--- config.mk ---
export PLATFORM = sky130hd
export DESIGN_NAME = dr_queue
export DESIGN_NICKNAME = d
export VERILOG_FILES = /design/src/sv/dr_pkg.sv /design/src/sv/dr_queue.sv
export SDC_FILE = /design/constraint.sdc
export NUM_CORES = 1
export LEC_CHECK = 0
export BUFFER_PORTS_ARGS = -buffer_cell sky130_fd_sc_hd__buf_4
export CORE_MARGIN = 1.5
export CORE_UTILIZATION = 57
export CTS_CLUSTER_SIZE = 20
export DETAILED_ROUTE_END_ITERATION = 8
export GPL_ROUTABILITY_DRIVEN = 0
export PLACE_DENSITY_LB_ADDON = 0.1
export SLEW_MARGIN = 25
export SYNTH_ARGS = -nofsm -noshare
export SYNTH_HDL_FRONTEND = slang
export SYNTH_SLANG_ARGS = --single-unit
export TNS_END_PERCENT = 20
--- constraint.sdc ---
create_clock -name i_clk -period 6.3 [get_ports i_clk]
set_clock_uncertainty 0.15 [all_clocks]
set_input_delay 0.63 -clock i_clk [delete_from_list [all_inputs] [get_ports i_clk]]
set_output_delay 0.63 -clock i_clk [all_outputs]
set_load 0.01 [all_outputs]
--- src/sv/dr_pkg.sv ---
`timescale 1ns / 1ps
// ----------------------------------------------------------------------------
// dr_pkg
// Types and constants shared by the detector ray direction block.
// ----------------------------------------------------------------------------
package dr_pkg;

    localparam int MAX_SIDE   = 4096;
    localparam int SQRT_STEPS = 32;
    localparam int DIV_STEPS  = 18;
    localparam int MID_DEPTH  = 4;

    localparam logic [2:0] CFG_COLS    = 3'd0;
    localparam logic [2:0] CFG_ROWS    = 3'd1;
    localparam logic [2:0] CFG_PITCH_X = 3'd2;
    localparam logic [2:0] CFG_PITCH_Y = 3'd3;
    localparam logic [2:0] CFG_REL_X   = 3'd4;
    localparam logic [2:0] CFG_REL_Y   = 3'd5;
    localparam logic [2:0] CFG_REL_Z   = 3'd6;
    localparam logic [2:0] CFG_MODE    = 3'd7;

    localparam logic [1:0] MODE_CONE = 2'd1;
    localparam logic [1:0] MODE_VEC  = 2'd2;

    localparam logic [1:0] ST_OK    = 2'd0;
    localparam logic [1:0] ST_RANGE = 2'd1;
    localparam logic [1:0] ST_ZERO  = 2'd2;

    localparam logic signed [15:0] RAY_ONE = 16'sd32767;

    typedef struct packed {
        logic        [11:0] pixel_col;
        logic        [11:0] pixel_row;
        logic signed [31:0] vec_x;
        logic signed [31:0] vec_y;
        logic signed [31:0] vec_z;
    } t_in;

    typedef struct packed {
        logic signed [15:0] ray_x;
        logic signed [15:0] ray_y;
        logic signed [15:0] ray_z;
        logic        [1:0]  status;
    } t_out;

    typedef struct packed {
        logic        [12:0] cols;
        logic        [12:0] rows;
        logic        [23:0] pitch_x;
        logic        [23:0] pitch_y;
        logic signed [31:0] rel_x;
        logic signed [31:0] rel_y;
        logic signed [31:0] rel_z;
        logic        [1:0]  beam_mode;
    } t_cfg;

    typedef struct packed {
        logic [2:0][31:0] mag;
        logic [2:0]       neg;
        logic [1:0]       status;
        logic             par;
        logic [63:0]      sum;
    } t_mid;

endpackage

--- src/sv/dr_queue.sv ---
`timescale 1ns / 1ps
// ----------------------------------------------------------------------------
// dr_queue
// Short queue between the front and the back part.
// ----------------------------------------------------------------------------
module dr_queue (
    input  logic          i_clk,
    input  logic          i_rst_n,
    input  logic          i_push,
    input  dr_pkg::t_mid  i_data,
    output logic          o_full,
    input  logic          i_pop,
    output logic          o_valid,
    output dr_pkg::t_mid  o_data
);

    localparam int PW = $clog2(dr_pkg::MID_DEPTH);

    dr_pkg::t_mid  r_mem [dr_pkg::MID_DEPTH];
    logic [PW-1:0] r_wp, r_rp;
    logic [PW:0]   r_cnt;

    assign o_full  = (r_cnt == (PW+1)'(dr_pkg::MID_DEPTH));
    assign o_valid = (r_cnt != '0);
    assign o_data  = r_mem[r_rp];

    always_ff @(posedge i_clk) begin
        if (!i_rst_n) begin
            r_wp  <= '0;
            r_rp  <= '0;
            r_cnt <= '0;
        end else begin
            if (i_push) r_wp <= r_wp + 1'b1;
            if (i_pop)  r_rp <= r_rp + 1'b1;
            r_cnt <= r_cnt + (PW+1)'(i_push) - (PW+1)'(i_pop);
        end
    end

    always_ff @(posedge i_clk) begin
        if (i_push) r_mem[r_wp] <= i_data;
    end

endmodule

==> qor.yml <==
outcome: "complete, no violations"
startpoint_type: "flop"
syn-mean-instance-area_um2: 26.83
power_w: 0.01013
place_area_um2: 27500
place_hpwl_um: 26450
die_area_um2: 44090
crit_path_end_kind: "output pin"
worst_pin_slew_ns: 0.9115
synth_area_um2: 24420
most-common-layout-cells: "edfxtp_1 (664), buf_4 (339), mux4_2 (166)"
grt_pass1_wl_um: 68490
clk_pin_slew_ns: 0.06
drt-vias-per-instance: 5.724
power-per-cell-area_nw_per_um2: 340.7
core_um2: 42130
clockBufferDepth: 3
seq_area_frac_synth: 0.8239
tns_ns: 0
first_global_vias: 11230
fin_ws_ns: 2.813
die_h_um: 210.0
cts_buffers: 68
path_max_fanout: 47
ys_seq_elements: 673
relSlewSlack: 0.3923
ctsResizeCount: 0
mostFrequentLayoutCell: "edfxtp_1"
reg2reg_from: "r_wp[0]$_SDFFE_PN0P_"
grt_max_degree: 108
rows: 75
critPathArrivalTime_ns: 2.71
min_path_type: "input port to flop"
syn-num-nets: 1087
fmax_ghz: 0.2868
stdcell_area_um2: 29730
cts_root_buffer: "clkbuf_16"
antenna_found_initial: 4
finalSetupViolCount: 0
ys_warn_count: 0
place_inst: 1758
cts_setup_buffers: 0
first_iter_violations: 754
clock_latency_ns: 0.57
portBuffers: 337
final_nets: 1468
min_period_ns: 3.487
p_leak_nw: 10.00
overflow: 0
holdPathEnd: "r_mem[3][87]$_DFFE_PP_"
slew_violations: 0
cts_sinks: 673
r2r-end: "r_mem[0][101]$_DFFE_PP_"
cts_tree: "built"
dr.pass1.iters: 5
dpl_worst_slack_ns: 3.367
ir_worst_vdd_v: 0.0002794
vias: 10780
holdPathStages: 1
drc: 0
cts_hold_buffers: 0
synth_cells: 910
start_util: 0.5795
rsz0062_at_grt: "false"
hold_violations: 0
period_share: 0.5534
drt-total-wl_um: 45690
fp.dieW_um: 210.0
maxCapViolCount: 0
final_cells: 1883
rr_worst_depth: 4
drive_gt1_frac: 0.4553
synth_cell_types: 22
timing.reg2reg.setup_slack_ns: 3.76
io-pin-count: 338
cp.required_ns: 5.52
hp-start: "i_data[87]"
wire_per_inst_um: 24.27
htreeDepth: 3
area_growth_syn_to_layout_pct: 21.76
crit_type: "flop to output pin"
grt_usage: 0.2113
ant_nets: 0
[flip-flops by register name (all words and copies together) (netlist names), named ones only]
register and count:
r_rp 2, r_mem 664, r_cnt 3, r_wp 2
[how the worst max path moves through the flow]
stage                                        to  slack, ns  depth (start not counted)    from
after floorplan           r_mem[0][0]$_DFFE_PP_       1.19                          1  i_push
after global placement              o_data[107]       3.37                          3    flop
after detailed placement            o_data[151]       3.37                          3    flop
after CTS                           o_data[151]       2.73                          3    flop
after global routing                o_data[142]       2.69                          3    flop
final                               o_data[151]       2.81                          3    flop
[through the flow]
| step | hold slack, ns | utilization |
|---|---|---|
| after global placement | 0.3578 | 0.6527 |
| after CTS | 0.05953 | 0.7042 |
| after detailed placement | 0.3676 | 0.6527 |
| after global routing | 0.06298 | 0.7057 |
| final | 0.1005 | 0.7057 |
| after floorplan | 0.3493 | - |
[synthesized netlist by cell type]
cell / count / share of area
a21oi_1: 1 / 0.00020
buf_6: 16 / 0.0074
ha_1: 6 / 0.0031
xor3_1: 1 / 0.00097
edfxtp_1: 664 / 0.82
buf_8: 1 / 0.00061
dfxtp_1: 9 / 0.0074
mux4_2: 166 / 0.15
buf_2: 15 / 0.0031
mux2i_1: 1 / 0.00041
and2_1: 6 / 0.0015
buf_4: 2 / 0.00061
clkbuf_1: 1 / 0.00015
buf_1: 2 / 0.00031
nor2_1: 5 / 0.00077
inv_1: 7 / 0.0011
nand3b_1: 1 / 0.00031
xnor2_1: 2 / 0.00072
and3_1: 1 / 0.00026
or3_1: 1 / 0.00026
fa_1: 1 / 0.00082
a21bo_2: 1 / 0.00041
[metal layers]
| layer | share of wire | wire [um] | global-route usage |
|---|---|---|---|
| met1 | 0.40 | 18400 | 0.2853 |
| met2 | 0.49 | 22250 | 0.3275 |
| met3 | 0.083 | 3795 | 0.07345 |
| met4 | 0.027 | 1213 | 0.07194 |
| met5 | 0.00057 | 26 | 0 |
[logic make-up after synthesis]
logic type / after synthesis / share of synthesized area
mux: 167 / 0.1535
buf+inv: 44 / 0.01322
xor+xnor: 3 / 0.001691
fa+ha+maj: 7 / 0.003894
flops: 673 / 0.8239
simple gates: 14 / 0.003126
compound gates: 2 / 0.0006147
[worst max-delay path, cell delays in order, from the launching register on]
cell,delay [ns]
dfxtp_4,0.83
buf_4,0.66
mux4_2,0.44
buf_4,0.16
[power breakdown]
| part | switching [W] | internal (W) |
|---|---|---|
| Combinational | 0.000501 | 0.000526 |
| Sequential | 0.0000566 | 0.00515 |
| Clock | 0.00156 | 0.00234 |
[layout make-up]
type	count	area, um2
repair buffers	348	2740
fillers	2505	12400
inverters	7	26.28
diodes	2	5.005
clock inverters	26	244.0
clock buffers	95	1929
multi-input cells	193	3986
well taps	539	674.4
flip-flops and latches	673	20130
Note: power is estimated with default switching activity, not from simulation.
